`src/vle_pkg.sv`:
```
// Package for the value list engine: payload structs, operation and status codes.
// No dependencies.
`timescale 1ns / 1ps
`default_nettype none
package vle_pkg;
   localparam int CAPACITY = 16;
   localparam int IDX_W    = $clog2(CAPACITY);
   localparam int CNT_W    = $clog2(CAPACITY + 1);

   localparam logic [2:0] OP_ADD_FRONT = 3'd0;
   localparam logic [2:0] OP_APPEND    = 3'd1;
   localparam logic [2:0] OP_DELETE    = 3'd2;
   localparam logic [2:0] OP_SORT      = 3'd3;
   localparam logic [2:0] OP_DUMP      = 3'd4;

   localparam logic [1:0] ST_OK      = 2'd0;
   localparam logic [1:0] ST_FULL    = 2'd1;
   localparam logic [1:0] ST_MISSING = 2'd2;
   localparam logic [1:0] ST_EMPTY   = 2'd3;

   typedef struct packed {
      logic [2:0]         operation;
      logic signed [31:0] value;
   } req_type;

   typedef struct packed {
      logic signed [31:0] item_value;
      logic [1:0]         status;
      logic [4:0]         entry_count;
      logic               last;
   } rsp_type;
endpackage
`default_nettype wire

```
`src/vle_cmd_fifo.sv`:
```
// Two-entry command queue between the front end and the list engine.
// Depends on vle_pkg.
`timescale 1ns / 1ps
`default_nettype none
module vle_cmd_fifo (
   input  wire              clock,
   input  wire              reset,
   input  vle_pkg::req_type wr_data,
   input  wire              wr_en,
   output logic             full,
   output vle_pkg::req_type rd_data,
   output logic             empty,
   input  wire              rd_en
);
   import vle_pkg::*;
   req_type    mem_ff [2];
   logic       wp_ff, rp_ff;
   logic [1:0] cnt_ff;

   assign full    = (cnt_ff == 2'd2);
   assign empty   = (cnt_ff == 2'd0);
   assign rd_data = mem_ff[rp_ff];

   always_ff @(posedge clock) begin
      if (wr_en && !full) mem_ff[wp_ff] <= wr_data;
      if (reset) begin
         wp_ff  <= 1'b0;
         rp_ff  <= 1'b0;
         cnt_ff <= 2'd0;
      end else begin
         if (wr_en && !full) wp_ff <= ~wp_ff;
         if (rd_en && !empty) rp_ff <= ~rp_ff;
         cnt_ff <= cnt_ff + {1'b0, wr_en && !full} - {1'b0, rd_en && !empty};
      end
   end
endmodule
`default_nettype wire

```
`src/vle_engine.sv`:
```
// List engine: holds the entries and runs one command at a time, one step per cycle
// unless a result still waits in the output register. Depends on vle_pkg.
`timescale 1ns / 1ps
`default_nettype none
module vle_engine (
   input  wire              clock,
   input  wire              reset,
   input  vle_pkg::req_type cmd,
   input  wire              cmd_valid,
   output logic             cmd_take,
   output vle_pkg::rsp_type rsp_data,
   output logic             rsp_valid,
   input  wire              rsp_ready
);
   import vle_pkg::*;

   typedef enum logic [2:0] {
      S_IDLE, S_FIND, S_SHIFT_DN, S_SHIFT_UP, S_SORT, S_DUMP, S_DONE
   } state_type;

   state_type                 state_ff;
   logic signed [31:0]        store_ff [CAPACITY];
   logic [CNT_W-1:0]          total_ff;
   logic [CNT_W-1:0]          i_ff, j_ff;
   logic signed [31:0]        key_ff;
   req_type                   cmd_ff;
   rsp_type                   rsp_ff;
   logic                      rv_ff;
   logic                      out_free;
   logic                      rv_set;

   assign out_free  = !rv_ff || rsp_ready;
   assign rv_set    = out_free && (state_ff == S_DONE || state_ff == S_DUMP);
   assign rsp_data  = rsp_ff;
   assign rsp_valid = rv_ff;
   // take a command only once the output register is free to be rewritten
   assign cmd_take  = (state_ff == S_IDLE) && cmd_valid && out_free;

   function automatic rsp_type mk(logic signed [31:0] v, logic [1:0] st,
                                  logic [CNT_W-1:0] n, logic l);
      rsp_type r;
      r.item_value  = v;
      r.status      = st;
      r.entry_count = 5'(n);
      r.last        = l;
      return r;
   endfunction

   always_ff @(posedge clock) begin
      if (reset) begin
         state_ff <= S_IDLE;
         total_ff <= '0;
         rv_ff    <= 1'b0;
      end else begin
         if (rv_set) rv_ff <= 1'b1;
         else if (rsp_ready) rv_ff <= 1'b0;
         unique case (state_ff)
            S_IDLE: begin
               if (cmd_valid && out_free) begin
                  cmd_ff <= cmd;
                  unique case (cmd.operation)
                     OP_ADD_FRONT: begin
                        if (total_ff == CNT_W'(CAPACITY)) begin
                           rsp_ff <= mk('0, ST_FULL, total_ff, 1'b1); state_ff <= S_DONE;
                        end else begin
                           i_ff <= total_ff; state_ff <= S_SHIFT_UP;
                        end
                     end
                     OP_APPEND: begin
                        if (total_ff == CNT_W'(CAPACITY)) begin
                           rsp_ff <= mk('0, ST_FULL, total_ff, 1'b1);
                        end else begin
                           store_ff[total_ff[IDX_W-1:0]] <= cmd.value;
                           total_ff <= total_ff + 1'b1;
                           rsp_ff <= mk('0, ST_OK, total_ff + 1'b1, 1'b1);
                        end
                        state_ff <= S_DONE;
                     end
                     OP_DELETE: begin
                        if (total_ff == '0) begin
                           rsp_ff <= mk('0, ST_EMPTY, total_ff, 1'b1); state_ff <= S_DONE;
                        end else begin
                           i_ff <= '0; state_ff <= S_FIND;
                        end
                     end
                     OP_SORT: begin
                        i_ff <= CNT_W'(1); j_ff <= CNT_W'(1);
                        key_ff <= store_ff[1];
                        state_ff <= S_SORT;
                     end
                     OP_DUMP: begin
                        if (total_ff == '0) begin
                           rsp_ff <= mk('0, ST_EMPTY, total_ff, 1'b1); state_ff <= S_DONE;
                        end else begin
                           i_ff <= '0; state_ff <= S_DUMP;
                        end
                     end
                     default: begin
                        rsp_ff <= mk('0, ST_OK, total_ff, 1'b1); state_ff <= S_DONE;
                     end
                  endcase
               end
            end
            S_SHIFT_UP: begin
               // move entries up one place, then drop the new value at the head
               if (i_ff == '0) begin
                  store_ff[0] <= cmd_ff.value;
                  total_ff <= total_ff + 1'b1;
                  rsp_ff <= mk('0, ST_OK, total_ff + 1'b1, 1'b1);
                  state_ff <= S_DONE;
               end else begin
                  store_ff[i_ff[IDX_W-1:0]] <= store_ff[IDX_W'(i_ff - 1'b1)];
                  i_ff <= i_ff - 1'b1;
               end
            end
            S_FIND: begin
               if (i_ff == total_ff) begin
                  rsp_ff <= mk('0, ST_MISSING, total_ff, 1'b1); state_ff <= S_DONE;
               end else if (store_ff[i_ff[IDX_W-1:0]] == cmd_ff.value) begin
                  state_ff <= S_SHIFT_DN;
               end else i_ff <= i_ff + 1'b1;
            end
            S_SHIFT_DN: begin
               if (i_ff + 1'b1 >= total_ff) begin
                  total_ff <= total_ff - 1'b1;
                  rsp_ff <= mk('0, ST_OK, total_ff - 1'b1, 1'b1);
                  state_ff <= S_DONE;
               end else begin
                  store_ff[i_ff[IDX_W-1:0]] <= store_ff[IDX_W'(i_ff + 1'b1)];
                  i_ff <= i_ff + 1'b1;
               end
            end
            S_SORT: begin
               // insertion sort: one compare and move per cycle
               if (i_ff >= total_ff) begin
                  rsp_ff <= mk('0, ST_OK, total_ff, 1'b1); state_ff <= S_DONE;
               end else if (j_ff != '0 && key_ff < store_ff[IDX_W'(j_ff - 1'b1)]) begin
                  store_ff[j_ff[IDX_W-1:0]] <= store_ff[IDX_W'(j_ff - 1'b1)];
                  j_ff <= j_ff - 1'b1;
               end else begin
                  store_ff[j_ff[IDX_W-1:0]] <= key_ff;
                  i_ff <= i_ff + 1'b1;
                  j_ff <= i_ff + 1'b1;
                  key_ff <= store_ff[IDX_W'(i_ff + 1'b1)];
               end
            end
            S_DUMP: begin
               if (out_free) begin
                  rsp_ff <= mk(store_ff[i_ff[IDX_W-1:0]], ST_OK, total_ff,
                               i_ff + 1'b1 == total_ff);
                  i_ff <= i_ff + 1'b1;
                  if (i_ff + 1'b1 == total_ff) state_ff <= S_IDLE;
               end
            end
            S_DONE: begin
               if (out_free) state_ff <= S_IDLE;
            end
            default: state_ff <= S_IDLE;
         endcase
      end
   end

   a_total_bound: assert property (@(posedge clock) disable iff (reset)
      total_ff <= CNT_W'(CAPACITY)) else $error("entry count over capacity");
   a_take_idle: assert property (@(posedge clock) disable iff (reset)
      cmd_take |=> state_ff != S_IDLE) else $error("command taken without work");
   a_total_step: assert property (@(posedge clock) disable iff (reset)
      total_ff != $past(total_ff) |-> $past(state_ff) != S_DUMP && $past(state_ff) != S_SORT)
      else $error("count changed during dump or sort");
endmodule
`default_nettype wire

```
`src/vle_rsp_fifo.sv`:
```
// Two-entry result queue that drives the rsp_ ports.
// Depends on vle_pkg.
`timescale 1ns / 1ps
`default_nettype none
module vle_rsp_fifo (
   input  wire              clock,
   input  wire              reset,
   input  vle_pkg::rsp_type wr_data,
   input  wire              wr_valid,
   output logic             wr_ready,
   output vle_pkg::rsp_type rd_data,
   output logic             empty,
   input  wire              pop
);
   import vle_pkg::*;
   rsp_type    mem_ff [2];
   logic       wp_ff, rp_ff;
   logic [1:0] cnt_ff;

   assign wr_ready = (cnt_ff != 2'd2);
   assign empty    = (cnt_ff == 2'd0);
   assign rd_data  = mem_ff[rp_ff];

   always_ff @(posedge clock) begin
      if (wr_valid && wr_ready) mem_ff[wp_ff] <= wr_data;
      if (reset) begin
         wp_ff <= 1'b0; rp_ff <= 1'b0; cnt_ff <= 2'd0;
      end else begin
         if (wr_valid && wr_ready) wp_ff <= ~wp_ff;
         if (pop && !empty) rp_ff <= ~rp_ff;
         cnt_ff <= cnt_ff + {1'b0, wr_valid && wr_ready} - {1'b0, pop && !empty};
      end
   end
endmodule
`default_nettype wire

```
`src/value_list_engine_with_sort.sv`:
```
// Value list engine with sort: top level. Depends on vle_pkg and the vle_ modules.
// The engine runs one command at a time; a dump gives one result a cycle while the
// result queue has room. A two-entry command queue in front and a two-entry result
// queue behind let both sides stall on their own.
// Reset (synchronous, active high) empties the list and both queues.
`timescale 1ns / 1ps
`default_nettype none
module value_list_engine_with_sort (
   input  wire              clock,
   input  wire              reset,
   input  vle_pkg::req_type req_data,
   input  wire              push,
   output logic             full,
   output vle_pkg::rsp_type rsp_data,
   output logic             empty,
   input  wire              pop
);
   import vle_pkg::*;
   req_type cmd;
   rsp_type eng_rsp;
   logic    cmd_empty, cmd_take, eng_valid, eng_ready;

   // front: queue each transaction
   vle_cmd_fifo u_cmd (
      .clock, .reset, .wr_data(req_data), .wr_en(push), .full,
      .rd_data(cmd), .empty(cmd_empty), .rd_en(cmd_take)
   );

   // back: carry out commands against the entry store
   vle_engine u_eng (
      .clock, .reset, .cmd, .cmd_valid(!cmd_empty), .cmd_take,
      .rsp_data(eng_rsp), .rsp_valid(eng_valid), .rsp_ready(eng_ready)
   );

   // hold results until popped
   vle_rsp_fifo u_rsp (
      .clock, .reset, .wr_data(eng_rsp), .wr_valid(eng_valid), .wr_ready(eng_ready),
      .rd_data(rsp_data), .empty, .pop
   );
endmodule
`default_nettype wire

```
`config.mk`:
```
export PLATFORM = sky130hd
export DESIGN_NAME = value_list_engine_with_sort
export DESIGN_NICKNAME = d
export VERILOG_FILES = /design/src/vle_pkg.sv /design/src/vle_cmd_fifo.sv /design/src/vle_engine.sv /design/src/vle_rsp_fifo.sv /design/src/value_list_engine_with_sort.sv
export SDC_FILE = /design/constraint.sdc
export NUM_CORES = 2
export LEC_CHECK = 0
export CAP_MARGIN = 20
export CORE_ASPECT_RATIO = 0.5
export CORE_MARGIN = 2
export CORE_UTILIZATION = 60
export DETAILED_ROUTE_END_ITERATION = 10
export DONT_BUFFER_PORTS = 1
export GPL_TIMING_DRIVEN = 1
export PLACE_DENSITY_LB_ADDON = 0.2
export SYNTH_ARGS = -nofsm -noshare
export SYNTH_HDL_FRONTEND = slang
export SYNTH_SLANG_ARGS = --single-unit
export TNS_END_PERCENT = 20
```
`constraint.sdc`:
```
create_clock -name clock -period 21.5 [get_ports clock]
set_clock_uncertainty 0.2 [all_clocks]
set_input_delay 3.225 -clock clock [delete_from_list [all_inputs] [get_ports clock]]
set_output_delay 3.225 -clock clock [all_outputs]
set_load 0.01 [all_outputs]
```
# Word level (Yosys, flattened, before mapping)
# Memory sizes are Yosys's and may differ from the RTL's. A register that Yosys moved wholly into a read port is not among the register bits.
# Index checks and enable logic that the tools add are counted.
# classes
reduce_logical	37
mux	103
addsub	9
order_cmp	3
bitwise_logic	7
eq_ne	40
# ops
op	n
$mux 40	8
$mux 32	9
$pmux 40 s6	1
$pmux 40 s4	1
$reduce_or 32->1	3
$mux 5	19
$pmux 32 s2	1
$mux 1	41
$mux 3	11
$eq 32x32->1	1
$lt 32x32->1	1
$pmux 5 s3	2
$pmux 5 s6	1
$ne 2x2->1 const B	13
$pmux 3 s7	1
$mux 4	4
$sub 5x1->5 const B	3
$reduce_and 13->1	1
$eq 3x2->1 const B	4
$eq 3x3->1 const B	4
$ne 2x1->1 const B	6
$ne 3x3->1 const B	4
$pmux 3 s4	1
$reduce_and 6->1	2
30 further kinds	57
# totals
wordCells	219
output_inout_bits	42
input_bits	39
ramBits	662
register_bits	131
memories	3
# mem_list
name	words	width	rd	rd_ports_with_merged_regs	wr	line_no	source
u_eng.store_ff	16	32	5	1	1	vle_engine.sv:22	logic signed [31:0] store_ff [CAPACITY];
u_rsp.mem_ff	2	40	1	1	1	vle_rsp_fifo.sv:16	rsp_type mem_ff [2];
u_cmd.mem_ff	2	35	1	1	1	vle_cmd_fifo.sv:16	req_type mem_ff [2];

# Longest topological paths before layout
# An unclocked memory read counts as a cell.
# depth
ltp_word	12
ltp_mapped	22
mapped_depth_nobuf	15

# Cells and area by module
# Synthesis repeated with hierarchy kept, for this count alone.
# hier_totals
hier_cells	3304
area_unflattened_um2	45981.6
# by_module_without_submodules
module	seq_area_each_um2	area_each_um2	cells_per_inst	instances
vle_engine	19058.3	39935.8	3018	1
vle_rsp_fifo	2502.4	3291.9	149	1
vle_cmd_fifo	2202.1	2750.1	136	1
value_list_engine_with_sort	0.0	3.8	1	1

# Worst setup path after synthesis
# Ideal clock, no wire load.
# synth_path
path_type	input -> register
startpoint	input port reset
endpoint	memory u_eng.store_ff[1][0] (enable)
required_ps	20879
setup_ps	421
setup_slack_ps	13117
n_path_buf	0
arrival_time_ps	7762
cell_stages	5
cell_sequence	nor3_1 > nand3_1 > a222oi_1 > nand2_1 > nor2_1
# synth_between
elab_chain_len	6
word_cells_on_any_way	23
classes_between	mux (18); bitwise (2); reduce/logical (3)
# synth_rtl
element	line_no	source
from (decl)	value_list_engine_with_sort.sv:10	input wire reset,
$mux 1	vle_engine.sv:50	if (reset) begin
$mux 1, on equally long branches	vle_engine.sv:107, vle_engine.sv:112, vle_engine.sv:129	
$reduce_or 32->1 (no line) / $or 1x1->1 (equally long branches)	--	
$mux 4 (no line) (tied with other cells)	--	
$mux 4 (no line) / $mux 1 (equally long branches) (2 in series)	--	
to (decl)	vle_engine.sv:22	
# Parallel ways exist; a longest one is shown, timed or not.

# Final worst setup path
# layout_path
startpoint	register u_eng.j_ff[0]
endpoint	register u_eng.key_ff[18] (enable)
# layout_between
elab_chain_len	6
word_cells_on_any_way	7
classes_between	add/sub (1); order compare (1); eq/ne (1); reduce/logical (3); memory (1)
# layout_rtl
element	line_no	source
from (decl)	vle_engine.sv:24	logic [CNT_W-1:0] i_ff, j_ff;
from (signal assigned)	vle_engine.sv:139	j_ff <= j_ff - 1'b1;
from (signal assigned)	vle_engine.sv:143	j_ff <= i_ff + 1'b1;
$sub 5x1->5	vle_engine.sv:137	end else if (j_ff != '0 && key_ff < store_ff[IDX_W'(j_ff - 1'b1)]) begin
$mem_v2 16x32	--	
$lt 32x32->1	vle_engine.sv:137	
$logic_and 1x1->1 *	vle_engine.sv:137	
$ne 2x2->1 (no line) *	--	
$reduce_and 6->1 (no line) *	--	
to (signal assigned)	vle_engine.sv:88	key_ff <= store_ff[1];
to (signal assigned)	vle_engine.sv:144	key_ff <= store_ff[IDX_W'(i_ff + 1'b1)];
to (decl)	vle_engine.sv:25	logic signed [31:0] key_ff;
# Every way passes the cells marked *; elsewhere a longest branch is shown, timed or not.
# A chain may end at the register's enable or synchronous reset.

==> metrics.txt <==
number of max-cap violations 0; DR vias/cell just under 8; CTS tree yes; Crit Path Class reg -> reg; Vias approximately 31000; Final #Nets a little under 3000; Final Util ~65%; fraction of layout cells with a size suffix above 1 around 32%; pre-CTS WS ~13000 ps; Worst-Margin Slew 1630 ps; TNS Setup 0 ps; unique cell type count in the Yosys netlist between 70 and 80; synthesized area 0.0464 sq mm; CTS root buffer clkbuf_16; die area 0.0797 sq mm; Avg Inst Size Synth 16.0 sq um; vias in the first global route approximately 30000; antenna-violating nets left 0; Worst Path Max Fanout 68; Synth Warn # 0; H-Tree Level Count 3; Critical Path RT roughly 22000 ps; hold_buf cts 0; largest area contributor in the netlist edfxtp_1; share of the synthesized area in the top cell type roughly 50%; fmax between 100 and 150 MHz; startpoint types flop; postcts setup bufs 0; Initial Util around three fifths; # DRC 0; Total GRT Usage approximately 38%; core footprint just under 0.08 sq mm; fin. max-slew vios 2; sequential cell area fraction in the yosys report roughly half; final hold violation count 0; die height between 200 and 250 um; CTS sink cnt 799; static leakage power between 15 and 20 nW; final period utilization roughly two fifths; Final min period between 8000 and 9000 ps; Seq cells post-synth roughly 800; commonest cells after routing, fill and taps aside 776 x edfxtp_1, 559 x mux4_2, 186 x mux2i_1; RSZ-0062 raised after global routing no; number of iterations in the first detailed-routing pass 9; initial antenna violation count 2; area growth from synthesis to layout 8.14%; worst rel slew slack -8.71%; top post-synthesis cells by area edfxtp_1 50%, mux4_2 27%, mux2i_1 4.0%; FP Rows 72; CTS Buf Count 73; CTS resizes 0; register area about 0.024 sq mm; Synth Net Count 2983; DRT Wirelength roughly 150000 um; commonest non-fill, non-tap cell in the layout edfxtp_1; first-pass GRT wire length 212000 um; peak supply drop 0.149 mV; Worst-path clk slew ~70 ps; Final Wtd Congestion between 0.9 and 1; Hold Path Class reg -> reg; Die Wd between 300 and 400 um; critical path arrival 8510 ps; PortBufs 0; fin worst setup slack approximately 13000 ps; Most used DFF post-synth edfxtp_1; Cells after Synth ~2900; largest net degree at the start of global routing approximately 130; Wirelength per Cell 37.9 um; crit end category flop; hpwl dp between 90000 and 100000 um; grt total ovfl 0; EDFF count, synth slightly below 800; Final setup viols 0; failing checks slew limit; power per cell area around 150 mW/mm^2; outcome finished with violations; fill count between 5000 and 6000; asr flop ratio synth 0%; CTS max path bufs 3; area of the multi-input gates 0.0217 sq mm; IO Pins 81; clk_lat worst skew 690 ps; Design Power between 0.007 and 0.008 W; initial DRC count 5487
## path summary, 6_finish.rpt
check                                            to                from  cells past startpoint  slack [ps]
worst max-delay path               u_eng.key_ff[18]       u_eng.j_ff[0]                     16       13080
worst min-delay path            u_rsp.mem_ff[1][39]  u_eng.rsp_data[39]                      0         240
worst max register to register     u_eng.key_ff[18]       u_eng.j_ff[0]                     16       13080
worst min register to register  u_rsp.mem_ff[1][39]  u_eng.rsp_data[39]                      0         240
## where the power goes
part	total [W]	switching [W]	internal (W)
logic	0.00404	0.00235	0.00169
clock network	0.00138	0.000605	0.000773
registers	0.00229	0.000193	0.00210
## layer usage
layer	up-vias	share of wire [%]	GRT usage, %
met5	-	0.49	5.71
met4	12	3.4	10.6
met3	443	21	24.1
li1	11900	-	-
met2	2873	41	49.5
met1	15700	35	50.7
## registers in the layout, indices dropped and copies added (netlist names), 3 cells and up, named ones only
signal,cells
u_eng.key_ff,32
u_eng.store_ff,512
u_eng.j_ff,5
u_eng.rsp_data,40
u_eng.state_ff,3
u_rsp.mem_ff,80
u_eng.i_ff,5
u_cmd.mem_ff,70
u_eng.cmd_ff,32
u_eng.total_ff,5
## critical path: stages (launching register included)
cell	delay, ps
edfxtp_1	410
inv_1	90
ha_4	960
buf_4	920
mux4_2	450
mux4_2	480
inv_1	140
ha_1	340
nand4_1	210
nor3_1	300
nand4_1	230
a311oi_2	510
o31a_1	900
buf_4	430
nor2_1	260
o22ai_1	210
and2_2	920
## synthesized netlist by cell type, types with 12 or more instances
cell      count
nor3_1       84
mux2i_1     186
o21ai_0      42
a22o_1       15
a211oi_1     24
dfxtp_1      23
mux2_2      111
buf_1        49
buf_2        18
nor2_1      169
xor2_1       26
nand2b_1     13
nor2b_1      21
ha_1         51
mux4_2      559
o22ai_1      13
inv_1        54
a21oi_1     105
nand2_1     170
clkbuf_1    137
xnor2_1      37
nand3_1      19
a21o_1       13
or3_1        12
nand4_1      13
edfxtp_1    776
## layout make-up
type	instances	share of cell area (%)
antenna	3	0.0150
multi-input combinational	1812	43.2
tap	1036	2.58
timing repair buffer	85	1.42
inverter	58	0.449
sequential	799	47.4
clock inverter	41	0.845
clock buffer	91	4.07
## stage by stage
stage	area, sq um	std cells	hold WS, ps
detailed placement	47500	3772	230
finish	50200	3925	244
global route	50200	3922	270
CTS	50000	3904	248
floorplan	46400	2893	221
global placement	47500	3771	224
## cells by family after synthesis
| family | count (synthesis) | share of synthesized area, % |
|---|---|---|
| xor gates and xnor gates | 63 | 1.19 |
| DFF | 799 | 51.2 |
| adders and majority gates | 51 | 1.37 |
| buffers and inverters | 282 | 2.66 |
| AOI/OAI and AO/OA | 293 | 4.15 |
| muxes | 861 | 34.1 |
| and+or+nand+nor | 544 | 5.33 |
Note: power is estimated with default switching activity, not from simulation.
